**config.mk**
```make
export PLATFORM = sky130hd
export DESIGN_NAME = fixed_block_pool_allocator_top
export DESIGN_NICKNAME = d
export VERILOG_FILES = /design/src/hw/rtl/fbpa_pkg.sv /design/src/hw/rtl/fbpa_ram.sv /design/src/hw/rtl/fbpa_mod.sv /design/src/hw/rtl/fixed_block_pool_allocator_top.sv
export SDC_FILE = /design/constraint.sdc
export NUM_CORES = 2
export LEC_CHECK = 0
export BUFFER_PORTS_ARGS = -buffer_cell sky130_fd_sc_hd__clkbuf_2
export CORE_UTILIZATION = 68
export CTS_CLUSTER_SIZE = 16
export DETAILED_ROUTE_END_ITERATION = 6
export PLACE_DENSITY = 0.85
export SLEW_MARGIN = 20
export SYNTH_ARGS = -nofsm -noshare
export SYNTH_HDL_FRONTEND = slang
export SYNTH_SLANG_ARGS = --single-unit
```
**constraint.sdc**
```tcl
create_clock -name i_clk -period 12.83 [get_ports i_clk]
set_input_delay 1.283 -clock i_clk [delete_from_list [all_inputs] [get_ports i_clk]]
set_output_delay 1.283 -clock i_clk [all_outputs]
set_load 0.03 [all_outputs]
```
**src/hw/rtl/fbpa_pkg.sv**
```systemverilog
`timescale 1ns / 1ps
// ----------------------------------------------------------------------------
// fbpa_pkg
// Shared sizes, codes and types of the fixed block pool allocator.
// ----------------------------------------------------------------------------
package fbpa_pkg;

    // pool and wait queue capacity
    localparam int MAX_BLOCKS  = 64;
    localparam int MAX_WAITERS = 16;

    // field widths
    localparam int ADDR_W   = 32;
    localparam int SIZE_W   = 16;
    localparam int COUNT_W  = 7;
    localparam int REQ_W    = 8;
    localparam int OP_W     = 2;
    localparam int STATUS_W = 3;
    localparam int CIDX_W   = 2;

    // free stack: entry index and fill count
    localparam int FS_AW = (MAX_BLOCKS > 1) ? $clog2(MAX_BLOCKS) : 1;
    localparam int FT_W  = $clog2(MAX_BLOCKS + 1);
    // wait queue: entry index and fill count
    localparam int WQ_AW = (MAX_WAITERS > 1) ? $clog2(MAX_WAITERS) : 1;
    localparam int WQ_CW = $clog2(MAX_WAITERS + 1);
    // pool span in bytes, count times size
    localparam int LIM_W = COUNT_W + SIZE_W;

    // operation codes
    localparam logic [OP_W-1:0] OP_TAKE_WAIT = 2'd0;
    localparam logic [OP_W-1:0] OP_TAKE_POLL = 2'd1;
    localparam logic [OP_W-1:0] OP_RELEASE   = 2'd2;

    // status codes
    localparam logic [STATUS_W-1:0] ST_OK      = 3'd0;
    localparam logic [STATUS_W-1:0] ST_NOBLOCK = 3'd1;
    localparam logic [STATUS_W-1:0] ST_BADADDR = 3'd2;
    localparam logic [STATUS_W-1:0] ST_QUEUED  = 3'd3;
    localparam logic [STATUS_W-1:0] ST_QFULL   = 3'd4;

    // configuration register indexes
    localparam logic [CIDX_W-1:0] CFG_POOL_BASE   = 2'd0;
    localparam logic [CIDX_W-1:0] CFG_BLOCK_SIZE  = 2'd1;
    localparam logic [CIDX_W-1:0] CFG_BLOCK_COUNT = 2'd2;

    // remainder unit response
    typedef struct packed {
        logic done;
        logic rem_zero;
    } t_mod_rsp;

endpackage

```
**src/hw/rtl/fbpa_ram.sv**
```systemverilog
`timescale 1ns / 1ps
// ----------------------------------------------------------------------------
// fbpa_ram
// Generic single write port, single read port RAM with registered read.
// ----------------------------------------------------------------------------
module fbpa_ram #(
    parameter int WIDTH = 8,
    parameter int DEPTH = 16,
    localparam int AW = (DEPTH > 1) ? $clog2(DEPTH) : 1
) (
    input  logic                     i_clk,
    input  logic                     i_we,
    input  logic [AW-1:0]            i_waddr,
    input  logic [WIDTH-1:0]         i_wdata,
    input  logic [AW-1:0]            i_raddr,
    output logic [WIDTH-1:0]         o_rdata
);
    logic [WIDTH-1:0] r_mem [DEPTH];
    logic [WIDTH-1:0] r_rdata;

    // write port
    always_ff @(posedge i_clk) begin
        if (i_we) begin
            r_mem[i_waddr] <= i_wdata;
        end
    end

    // registered read port
    always_ff @(posedge i_clk) begin
        r_rdata <= r_mem[i_raddr];
    end

    assign o_rdata = r_rdata;

endmodule

```
**src/hw/rtl/fbpa_mod.sv**
```systemverilog
`timescale 1ns / 1ps
// ----------------------------------------------------------------------------
// fbpa_mod
// Bit-serial remainder unit: one restoring step per cycle over the
// dividend, reports whether the remainder is zero.
// ----------------------------------------------------------------------------
module fbpa_mod
    import fbpa_pkg::*;
(
    input  logic              i_clk,
    input  logic              i_rst_n,
    input  logic              i_start,
    input  logic [ADDR_W-1:0] i_dividend,
    input  logic [SIZE_W-1:0] i_divisor,
    output t_mod_rsp          o_rsp
);
    localparam int CNT_W = $clog2(ADDR_W);

    logic              r_busy;
    logic              r_done;
    logic [CNT_W-1:0]  r_cnt;
    logic [ADDR_W-1:0] r_shift;
    logic [SIZE_W-1:0] r_rem;
    logic [SIZE_W-1:0] r_div;
    logic [SIZE_W:0]   w_trial;
    logic [SIZE_W:0]   w_diff;

    // one restoring step
    assign w_trial = {r_rem, r_shift[ADDR_W-1]};
    assign w_diff  = w_trial - {1'b0, r_div};

    // sequencing control
    always_ff @(posedge i_clk) begin
        if (!i_rst_n) begin
            r_busy <= 1'b0;
            r_done <= 1'b0;
            r_cnt  <= '0;
        end else begin
            r_done <= 1'b0;
            if (i_start) begin
                r_busy <= 1'b1;
                r_cnt  <= CNT_W'(ADDR_W - 1);
            end else if (r_busy) begin
                r_cnt <= r_cnt - CNT_W'(1);
                if (r_cnt == '0) begin
                    r_busy <= 1'b0;
                    r_done <= 1'b1;
                end
            end
        end
    end

    // datapath
    always_ff @(posedge i_clk) begin
        if (i_start) begin
            r_shift <= i_dividend;
            r_rem   <= '0;
            r_div   <= i_divisor;
        end else if (r_busy) begin
            r_shift <= {r_shift[ADDR_W-2:0], 1'b0};
            if (w_trial >= {1'b0, r_div}) begin
                r_rem <= w_diff[SIZE_W-1:0];
            end else begin
                r_rem <= w_trial[SIZE_W-1:0];
            end
        end
    end

    assign o_rsp.done     = r_done;
    assign o_rsp.rem_zero = (r_rem == '0);

endmodule

```
**src/hw/rtl/fixed_block_pool_allocator_top.sv**
```systemverilog
`timescale 1ns / 1ps
// ----------------------------------------------------------------------------
// fixed_block_pool_allocator_top
// Fixed-size block pool with a LIFO free stack, bump allocation of unused
// blocks and a FIFO of waiting requesters.
// ----------------------------------------------------------------------------
// One request word is handled at a time and gives at most one result word.
// A take passes the execute and done states, and the read wait state too
// when it pops the free stack, whose RAM read is registered. A release
// waits in the check state for the bit-serial remainder unit that checks
// block alignment one address bit per cycle (32 steps), then on a handoff
// reads the wait queue in the read wait state. The output register lets a
// new request word in while the last result word waits to be taken. Op
// code 3 is dropped with no result. Configuration writes are taken every
// cycle and must only happen while the block is idle.
// ----------------------------------------------------------------------------
module fixed_block_pool_allocator_top
    import fbpa_pkg::*;
(
    input  logic              i_clk,
    input  logic              i_rst_n,
    // configuration write channel
    input  logic              i_cfg_valid,
    output logic              o_cfg_ready,
    input  logic [CIDX_W-1:0] i_cfg_index,
    input  logic [ADDR_W-1:0] i_cfg_data,
    // request stream
    input  logic              s_axis_tvalid,
    output logic              s_axis_tready,
    input  logic [39:0]       s_axis_tdata,   // requester[7:0], block_addr[39:8]
    input  logic [OP_W-1:0]   s_axis_tuser,   // op[1:0]
    // result stream
    output logic              m_axis_tvalid,
    input  logic              m_axis_tready,
    output logic [39:0]       m_axis_tdata,   // result_addr[31:0], handoff_requester[39:32]
    output logic [3:0]        m_axis_tuser    // status[2:0], handoff_valid[3]
);

    typedef enum logic [4:0] {
        S_IDLE   = 5'b00001,
        S_EXEC   = 5'b00010,
        S_MOD    = 5'b00100,
        S_RDWAIT = 5'b01000,
        S_DONE   = 5'b10000
    } t_state;

    t_state             r_state, n_state;

    // configuration
    logic [ADDR_W-1:0]  r_cfg_base;
    logic [SIZE_W-1:0]  r_cfg_size;
    logic [COUNT_W-1:0] r_cfg_count;

    // captured request
    logic [OP_W-1:0]    r_op;
    logic [REQ_W-1:0]   r_req;
    logic [ADDR_W-1:0]  r_addr;

    // pool state
    logic [FT_W-1:0]    r_free_top, n_free_top;
    logic [FT_W-1:0]    r_next_unused, n_next_unused;
    logic [WQ_AW-1:0]   r_wq_head, n_wq_head;
    logic [WQ_CW-1:0]   r_wq_count, n_wq_count;
    logic               r_in_range, n_in_range;

    // pending result
    logic [STATUS_W-1:0] r_res_status, n_res_status;
    logic [ADDR_W-1:0]   r_res_addr, n_res_addr;
    logic                r_res_hv, n_res_hv;
    logic [REQ_W-1:0]    r_res_hreq, n_res_hreq;

    // output register
    logic                r_m_valid, n_m_valid;
    logic [STATUS_W-1:0] r_m_status;
    logic [ADDR_W-1:0]   r_m_addr;
    logic                r_m_hv;
    logic [REQ_W-1:0]    r_m_hreq;
    logic                w_m_load;

    // memory ports
    logic               w_fs_we;
    logic [FS_AW-1:0]   w_fs_waddr;
    logic [FS_AW-1:0]   w_fs_raddr;
    logic [ADDR_W-1:0]  w_fs_rdata;
    logic               w_wq_we;
    logic [WQ_AW-1:0]   w_wq_waddr;
    logic [REQ_W-1:0]   w_wq_rdata;

    // remainder unit
    logic               w_mod_start;
    logic [ADDR_W-1:0]  w_offset;
    t_mod_rsp           w_mod_rsp;

    // derived values
    logic [FT_W-1:0]            w_ft_dec;
    logic [WQ_CW:0]             w_tail_sum;
    logic [WQ_CW:0]             w_tail_full;
    logic [FT_W+SIZE_W-1:0]     w_bump_prod;
    logic [ADDR_W-1:0]          w_bump_addr;
    logic                       w_bump_ok;
    logic [LIM_W-1:0]           w_span;
    logic                       w_release_ok;
    logic                       w_in_acc;

    assign o_cfg_ready   = 1'b1;
    assign s_axis_tready = (r_state == S_IDLE);
    assign w_in_acc      = s_axis_tvalid && s_axis_tready;

    // configuration registers
    always_ff @(posedge i_clk) begin
        if (!i_rst_n) begin
            r_cfg_base  <= '0;
            r_cfg_size  <= SIZE_W'(16);
            r_cfg_count <= '0;
        end else if (i_cfg_valid) begin
            case (i_cfg_index)
                CFG_POOL_BASE:   r_cfg_base  <= i_cfg_data;
                CFG_BLOCK_SIZE:  r_cfg_size  <= i_cfg_data[SIZE_W-1:0];
                CFG_BLOCK_COUNT: r_cfg_count <= i_cfg_data[COUNT_W-1:0];
                default: ;
            endcase
        end
    end

    // request capture
    always_ff @(posedge i_clk) begin
        if (w_in_acc) begin
            r_op   <= s_axis_tuser;
            r_req  <= s_axis_tdata[REQ_W-1:0];
            r_addr <= s_axis_tdata[REQ_W+ADDR_W-1:REQ_W];
        end
    end

    // free stack pop address, wait queue tail
    assign w_ft_dec    = r_free_top - FT_W'(1);
    assign w_fs_raddr  = w_ft_dec[FS_AW-1:0];
    assign w_fs_waddr  = r_free_top[FS_AW-1:0];
    assign w_tail_sum  = (WQ_CW+1)'(r_wq_head) + (WQ_CW+1)'(r_wq_count);
    assign w_tail_full = (w_tail_sum >= (WQ_CW+1)'(MAX_WAITERS))
                         ? w_tail_sum - (WQ_CW+1)'(MAX_WAITERS) : w_tail_sum;
    assign w_wq_waddr  = w_tail_full[WQ_AW-1:0];

    // bump allocation address and limit
    assign w_bump_prod = {{SIZE_W{1'b0}}, r_next_unused} * {{FT_W{1'b0}}, r_cfg_size};
    assign w_bump_addr = r_cfg_base + ADDR_W'(w_bump_prod);
    assign w_bump_ok   = ({{COUNT_W{1'b0}}, r_next_unused} < {{FT_W{1'b0}}, r_cfg_count})
                         && (r_next_unused < FT_W'(MAX_BLOCKS));

    // release range check
    assign w_span       = {{SIZE_W{1'b0}}, r_cfg_count} * {{COUNT_W{1'b0}}, r_cfg_size};
    assign w_offset     = r_addr - r_cfg_base;
    assign w_release_ok = r_in_range && (r_cfg_size != '0) && w_mod_rsp.rem_zero;

    // sequencer
    always_comb begin
        n_state       = r_state;
        n_free_top    = r_free_top;
        n_next_unused = r_next_unused;
        n_wq_head     = r_wq_head;
        n_wq_count    = r_wq_count;
        n_in_range    = r_in_range;
        n_res_status  = r_res_status;
        n_res_addr    = r_res_addr;
        n_res_hv      = r_res_hv;
        n_res_hreq    = r_res_hreq;
        w_fs_we       = 1'b0;
        w_wq_we       = 1'b0;
        w_mod_start   = 1'b0;
        w_m_load      = 1'b0;

        case (r_state)
            S_IDLE: begin
                if (w_in_acc) begin
                    n_state = S_EXEC;
                end
            end
            S_EXEC: begin
                n_res_status = ST_OK;
                n_res_addr   = '0;
                n_res_hv     = 1'b0;
                n_res_hreq   = '0;
                n_state      = S_DONE;
                case (r_op)
                    OP_TAKE_WAIT, OP_TAKE_POLL: begin
                        if (r_free_top != '0) begin
                            // pop: the read at free_top - 1 lands next cycle
                            n_free_top = w_ft_dec;
                            n_state    = S_RDWAIT;
                        end else if (w_bump_ok) begin
                            n_res_addr    = w_bump_addr;
                            n_next_unused = r_next_unused + FT_W'(1);
                        end else if (r_op == OP_TAKE_POLL) begin
                            n_res_status = ST_NOBLOCK;
                        end else if (r_wq_count < WQ_CW'(MAX_WAITERS)) begin
                            w_wq_we      = 1'b1;
                            n_wq_count   = r_wq_count + WQ_CW'(1);
                            n_res_status = ST_QUEUED;
                        end else begin
                            n_res_status = ST_QFULL;
                        end
                    end
                    OP_RELEASE: begin
                        n_in_range  = (r_addr >= r_cfg_base)
                                      && (w_offset < ADDR_W'(w_span));
                        w_mod_start = 1'b1;
                        n_state     = S_MOD;
                    end
                    default: begin
                        // unused op: no result
                        n_state = S_IDLE;
                    end
                endcase
            end
            S_MOD: begin
                if (w_mod_rsp.done) begin
                    n_state = S_DONE;
                    if (!w_release_ok) begin
                        n_res_status = ST_BADADDR;
                    end else if (r_wq_count != '0) begin
                        // handoff: the read at head lands next cycle
                        n_res_hv   = 1'b1;
                        n_res_addr = r_addr;
                        n_wq_count = r_wq_count - WQ_CW'(1);
                        n_wq_head  = (r_wq_head == WQ_AW'(MAX_WAITERS - 1))
                                     ? '0 : r_wq_head + WQ_AW'(1);
                        n_state    = S_RDWAIT;
                    end else if (r_free_top < FT_W'(MAX_BLOCKS)) begin
                        w_fs_we    = 1'b1;
                        n_free_top = r_free_top + FT_W'(1);
                    end
                end
            end
            S_RDWAIT: begin
                if (r_res_hv) begin
                    n_res_hreq = w_wq_rdata;
                end else begin
                    n_res_addr = w_fs_rdata;
                end
                n_state = S_DONE;
            end
            S_DONE: begin
                if (!r_m_valid || m_axis_tready) begin
                    w_m_load = 1'b1;
                    n_state  = S_IDLE;
                end
            end
            default: begin
                n_state = S_IDLE;
            end
        endcase
    end

    // output valid
    always_comb begin
        n_m_valid = r_m_valid && !m_axis_tready;
        if (w_m_load) begin
            n_m_valid = 1'b1;
        end
    end

    // control state
    always_ff @(posedge i_clk) begin
        if (!i_rst_n) begin
            r_state       <= S_IDLE;
            r_free_top    <= '0;
            r_next_unused <= '0;
            r_wq_head     <= '0;
            r_wq_count    <= '0;
            r_m_valid     <= 1'b0;
        end else begin
            r_state       <= n_state;
            r_free_top    <= n_free_top;
            r_next_unused <= n_next_unused;
            r_wq_head     <= n_wq_head;
            r_wq_count    <= n_wq_count;
            r_m_valid     <= n_m_valid;
        end
    end

    // result payload
    always_ff @(posedge i_clk) begin
        r_in_range   <= n_in_range;
        r_res_status <= n_res_status;
        r_res_addr   <= n_res_addr;
        r_res_hv     <= n_res_hv;
        r_res_hreq   <= n_res_hreq;
        if (w_m_load) begin
            r_m_status <= r_res_status;
            r_m_addr   <= r_res_addr;
            r_m_hv     <= r_res_hv;
            r_m_hreq   <= r_res_hreq;
        end
    end

    assign m_axis_tvalid = r_m_valid;
    assign m_axis_tdata  = {r_m_hreq, r_m_addr};
    assign m_axis_tuser  = {r_m_hv, r_m_status};

    // free stack of released block addresses
    fbpa_ram #(
        .WIDTH (ADDR_W),
        .DEPTH (MAX_BLOCKS)
    ) u_free_stack (
        .i_clk   (i_clk),
        .i_we    (w_fs_we),
        .i_waddr (w_fs_waddr),
        .i_wdata (r_addr),
        .i_raddr (w_fs_raddr),
        .o_rdata (w_fs_rdata)
    );

    // queue of waiting requesters
    fbpa_ram #(
        .WIDTH (REQ_W),
        .DEPTH (MAX_WAITERS)
    ) u_wait_queue (
        .i_clk   (i_clk),
        .i_we    (w_wq_we),
        .i_waddr (w_wq_waddr),
        .i_wdata (r_req),
        .i_raddr (r_wq_head),
        .o_rdata (w_wq_rdata)
    );

    // alignment check
    fbpa_mod u_mod (
        .i_clk      (i_clk),
        .i_rst_n    (i_rst_n),
        .i_start    (w_mod_start),
        .i_dividend (w_offset),
        .i_divisor  (r_cfg_size),
        .o_rsp      (w_mod_rsp)
    );

    // free stack and wait queue never overfill
    a_free_top_bound: assert property (@(posedge i_clk) disable iff (!i_rst_n)
        r_free_top <= FT_W'(MAX_BLOCKS))
        else $error("free stack overfilled");

    a_wq_count_bound: assert property (@(posedge i_clk) disable iff (!i_rst_n)
        r_wq_count <= WQ_CW'(MAX_WAITERS))
        else $error("wait queue overfilled");

    // remainder result only arrives while the release waits for it
    a_mod_done_state: assert property (@(posedge i_clk) disable iff (!i_rst_n)
        w_mod_rsp.done |-> (r_state == S_MOD))
        else $error("remainder result outside release check");

    // a handoff always reports ok
    a_handoff_ok: assert property (@(posedge i_clk) disable iff (!i_rst_n)
        (r_m_valid && r_m_hv) |-> (r_m_status == ST_OK))
        else $error("handoff with error status");

    // a queued take never leaves a block available
    a_queue_only_empty: assert property (@(posedge i_clk) disable iff (!i_rst_n)
        w_wq_we |=> (r_free_top == '0))
        else $error("requester queued while free stack holds blocks");

endmodule

```
==> summary.md <==
| Metric | Value |
|---|---|
| Final Critical Period | 6930 ps |
| Max cap viols | 0 |
| Pwr/cell area | 150 nW/µm² |
| Synth Flop Type | edfxtp_1 |
| Part of the Yosys area used for sequential elements | 0.698 |
| Compound-gate portion of the synthesized area | 0.0271 |
| Largest cells by area after synthesis | edfxtp_1, mux4_2, fa_1, dfxtp_1, ha_1 |
| Clock tree buffer depth | 3 |
| Max_slew headroom | 0.145 |
| Leading area contributor after synthesis | edfxtp_1 |
| Hold Buf Count CTS | 0 |
| Synth Area in Adders | 0.0519 |
| Maximum number of pins on one net before global-route repair | 157 |
| Average wire per standard cell | 37.8 µm |
| Final WS setup | 5900 ps |
| Synth Area in Simple Gates | 0.0401 |
| H-tree Lvls | 4 |
| Post-cts sizing count | 0 |
| Failing checks | antenna violations, design-rule violations |
| P_leak | 37.9 nW |
| TNS Setup | 0 ps |
| Syn. warnings | 0 |
| TritonCTS clock tree | built |
| Synthesized net count | 5965 |
| Mux contribution to synthesized area | 0.155 |
| IO buf count | 126 |
| Register area | 73700 µm² |
| Initial antenna violation count | 28 |
| Via density per instance | 7.39 |
| Clock-pin slew on the worst setup and hold paths | 70 ps |
| Critical path type | register to register |
| Die Wd | 396 µm |
| Dpl hpwl | 164000 µm |
| Main combinational cell family by area after synthesis | multiplexers |
| Area of the multi-input gates | 30400 µm² |
| Post-route ant nets | 1 |
| Worst Skew | 84.6 ps |
| EDFF count, synth | 2355 |
| Number of remaining DRC errors | 1 |
| First-pass GRT wire length | 433000 µm |
| Total GRT Usage | 0.395 |
| Mean post-synth cell area | 19.0 µm² |
| Ratio of cells with drive above 1 in the final layout | 0.242 |
| Die H | 396 µm |
| Clk sinks | 2502 |
| Final core occ | 0.762 |
| Min-delay src | r_res_addr[11] |
| Grt ovf | 0 |
| Synthesized area | 105000 µm² |
| Via Count | 59387 |
| Filler cell count | 7630 |
| IO Count | 128 |
| Initial Util | 0.685 |
| GPL Wtd Cong | 0.928 |
| Post-Synth XOR/XNOR Area | 0.00863 |
| Placement Cell Area | 109000 µm² |
| DRT Pass-1 Iters | 7 |
| Crit path launch type | register |
| Fin area | 117000 µm² |
| CP endpoint kind | register |
| FFs w/ async S/R, synth | 0 |
| Root buffer cell | clkbuf_16 |
| Final Total Pwr | 17.6 mW |
| Slew Viols, Final | 0 |
| Clk_lat worst skew | 900 ps |
| Status | finished with violations |
| Yosys top cell area share | 0.670 |
| Fin crit share | 0.540 |
| Tightest Pin Transition | 1280 ps |
| Final #Nets | 6205 |
| Drt first-iter violations | 9507 |
| CP Data Arrival Time | 7580 ps |
| Maximum clock frequency | 0.144 GHz |
| Core Box Area | 154000 µm² |
| Crit Path Max Fanout | 18 |
| Drt total wl | 304000 µm |
| Mapped Cells | 5544 |
| RSZ-0062 raised after global routing | false |
| Final hold vios | 0 |
| Pre-CTS setup slack | 5980 ps |
| Number of global-route vias before repair | 59935 |
| Die area | 157000 µm² |
| Finish-stage setup viols | 0 |
| Max VDD drop | 210 µV |
| Area Overhead vs Synth | 11.3% |
| Req. time, crit path | 13480 ps |
| Post-CTS Setup Bufs | 0 |
| Placement row count | 144 |
| Seq cells post-synth | 2502 |
| CP Launch Point | r_cfg_count[2] |
| FF-to-FF Start | r_cfg_count[2] |
| Library cells used by synthesis | 84 |
| Total CTS buffers | 227 |
| Hold Crit Class | register to register |
==> cell type report <==
type | count | area share
diodes | 12 | 0.000256
repair buffers | 277 | 0.0158
flip-flops and latches | 2502 | 0.628
well taps | 2044 | 0.0218
clock buffers | 279 | 0.0506
multi-input cells | 2515 | 0.259
inverters | 261 | 0.00835
clock inverters | 150 | 0.0166
==> cells in the mapped netlist (5+ instances only) <==
cell type / count
o2111ai_1: 5
and3_1: 14
o31ai_1: 5
clkbuf_1: 199
buf_2: 27
fa_1: 163
or3_1: 20
inv_1: 261
a211oi_1: 16
o22ai_1: 5
a21oi_1: 148
nand3_1: 34
nor3b_1: 5
dfxtp_1: 147
a221oi_1: 5
mux2i_1: 24
a2111oi_0: 7
nor2b_1: 13
nand3b_1: 6
xnor2_1: 63
o21a_1: 19
nor4_1: 17
or2_2: 6
nand2b_1: 17
a31oi_1: 8
o21bai_1: 10
nand4_1: 12
nand2_1: 336
edfxtp_1: 2355
xor2_1: 41
o211ai_1: 5
mux4_2: 712
a22oi_1: 32
o21ai_0: 94
nor3_1: 51
ha_1: 177
and2_1: 151
buf_1: 37
nor2_1: 177
a21o_1: 41
==> placed cells by master (no fill, tap or decap), types with 12 or more instances in the layout <==
cell / count
diode_2: 12
nor2_1: 113
fa_1: 163
edfxtp_1: 2355
a22oi_1: 32
nor2b_1: 12
a21o_1: 41
ha_1: 176
clkinvlp_4: 14
a211oi_1: 16
nand4_1: 12
a21oi_1: 148
mux2i_1: 24
o21ai_0: 94
nor3_1: 50
nor2_4: 64
clkinv_1: 37
and2_1: 151
clkbuf_16: 227
or3_1: 20
bufinv_16: 36
dfxtp_1: 145
clkinv_2: 39
clkbuf_1: 46
and3_1: 14
buf_4: 142
o21a_1: 19
nand2b_1: 17
nor4_1: 16
xor2_1: 40
inv_1: 257
mux4_2: 712
xnor2_1: 60
clkbuf_2: 126
nand2_1: 336
nand3_1: 30
==> sequential cells by signal, summed over array words and instances, names as in the netlist, 7 cells and up <==
signal,count
u_wait_queue.r_mem,128
r_addr,32
u_free_stack.o_rdata,32
u_mod.r_shift,32
r_req,8
u_wait_queue.o_rdata,8
r_cfg_size,16
r_cfg_count,7
u_free_stack.r_mem,2048
r_free_top,7
r_next_unused,7
r_cfg_base,32
r_m_hreq,8
r_res_hreq,8
u_mod.r_div,16
r_res_addr,32
r_m_addr,32
u_mod.r_rem,16
==> critical path, cell delays in order (launching register included) <==
cell and delay (ps):
dfxtp_1 800, and2_1 250, fa_1 460, fa_1 500
fa_1 540, inv_1 60, fa_1 480, inv_1 60
ha_1 350, a21o_1 210, a31o_2 230, a21o_1 160
o21ai_0 210, nand2_1 80, a21boi_0 220, xor2_1 210
ha_1 270, a2111oi_0 410, o221ai_1 180, a211oi_1 230
o21ai_0 160, a221oi_2 230, o2111ai_1 160, nor4_2 270
==> stage by stage <==
stage / cells / hold slack (ps)
2_1_floorplan: 5544 / 400
3_3_place_gp: 7598 / 402
3_5_place_dp: 7598 / 405
4_1_cts: 8027 / 396
5_1_grt: 8030 / 408
6_report: 8040 / 395
==> cell families after synthesis <==
logic type | Yosys count
other cells | 1
simple gates | 883
buf+inv | 527
xor+xnor | 104
fa+ha+maj | 340
mux | 740
flops | 2502
compound gates | 447
==> per-layer routing <==
metal | GRT usage | share of wire
met2 | 0.638 | 0.49
met5 | 0.00400 | 0.00083
met4 | 0.219 | 0.067
met1 | 0.496 | 0.32
met3 | 0.0972 | 0.12
==> path summary, 6_finish.rpt <==
kind,endpoint,slack (ps),cells past startpoint
setup reg to reg,r_in_range,5900,23
hold / removal,r_m_addr[11],400,0
hold reg to reg,r_m_addr[11],400,0
setup / recovery,r_in_range,5900,23
==> where the power goes <==
part           total (mW)  leakage (nW)  switching (mW)  internal, mW
Sequential           9.09          22.4          0.0729          9.01
Clock                7.29          3.80            3.24          4.05
Combinational        1.20          11.7           0.760         0.438
Total                17.6          37.9            4.07          13.5
(Power assumes the default switching activity.)
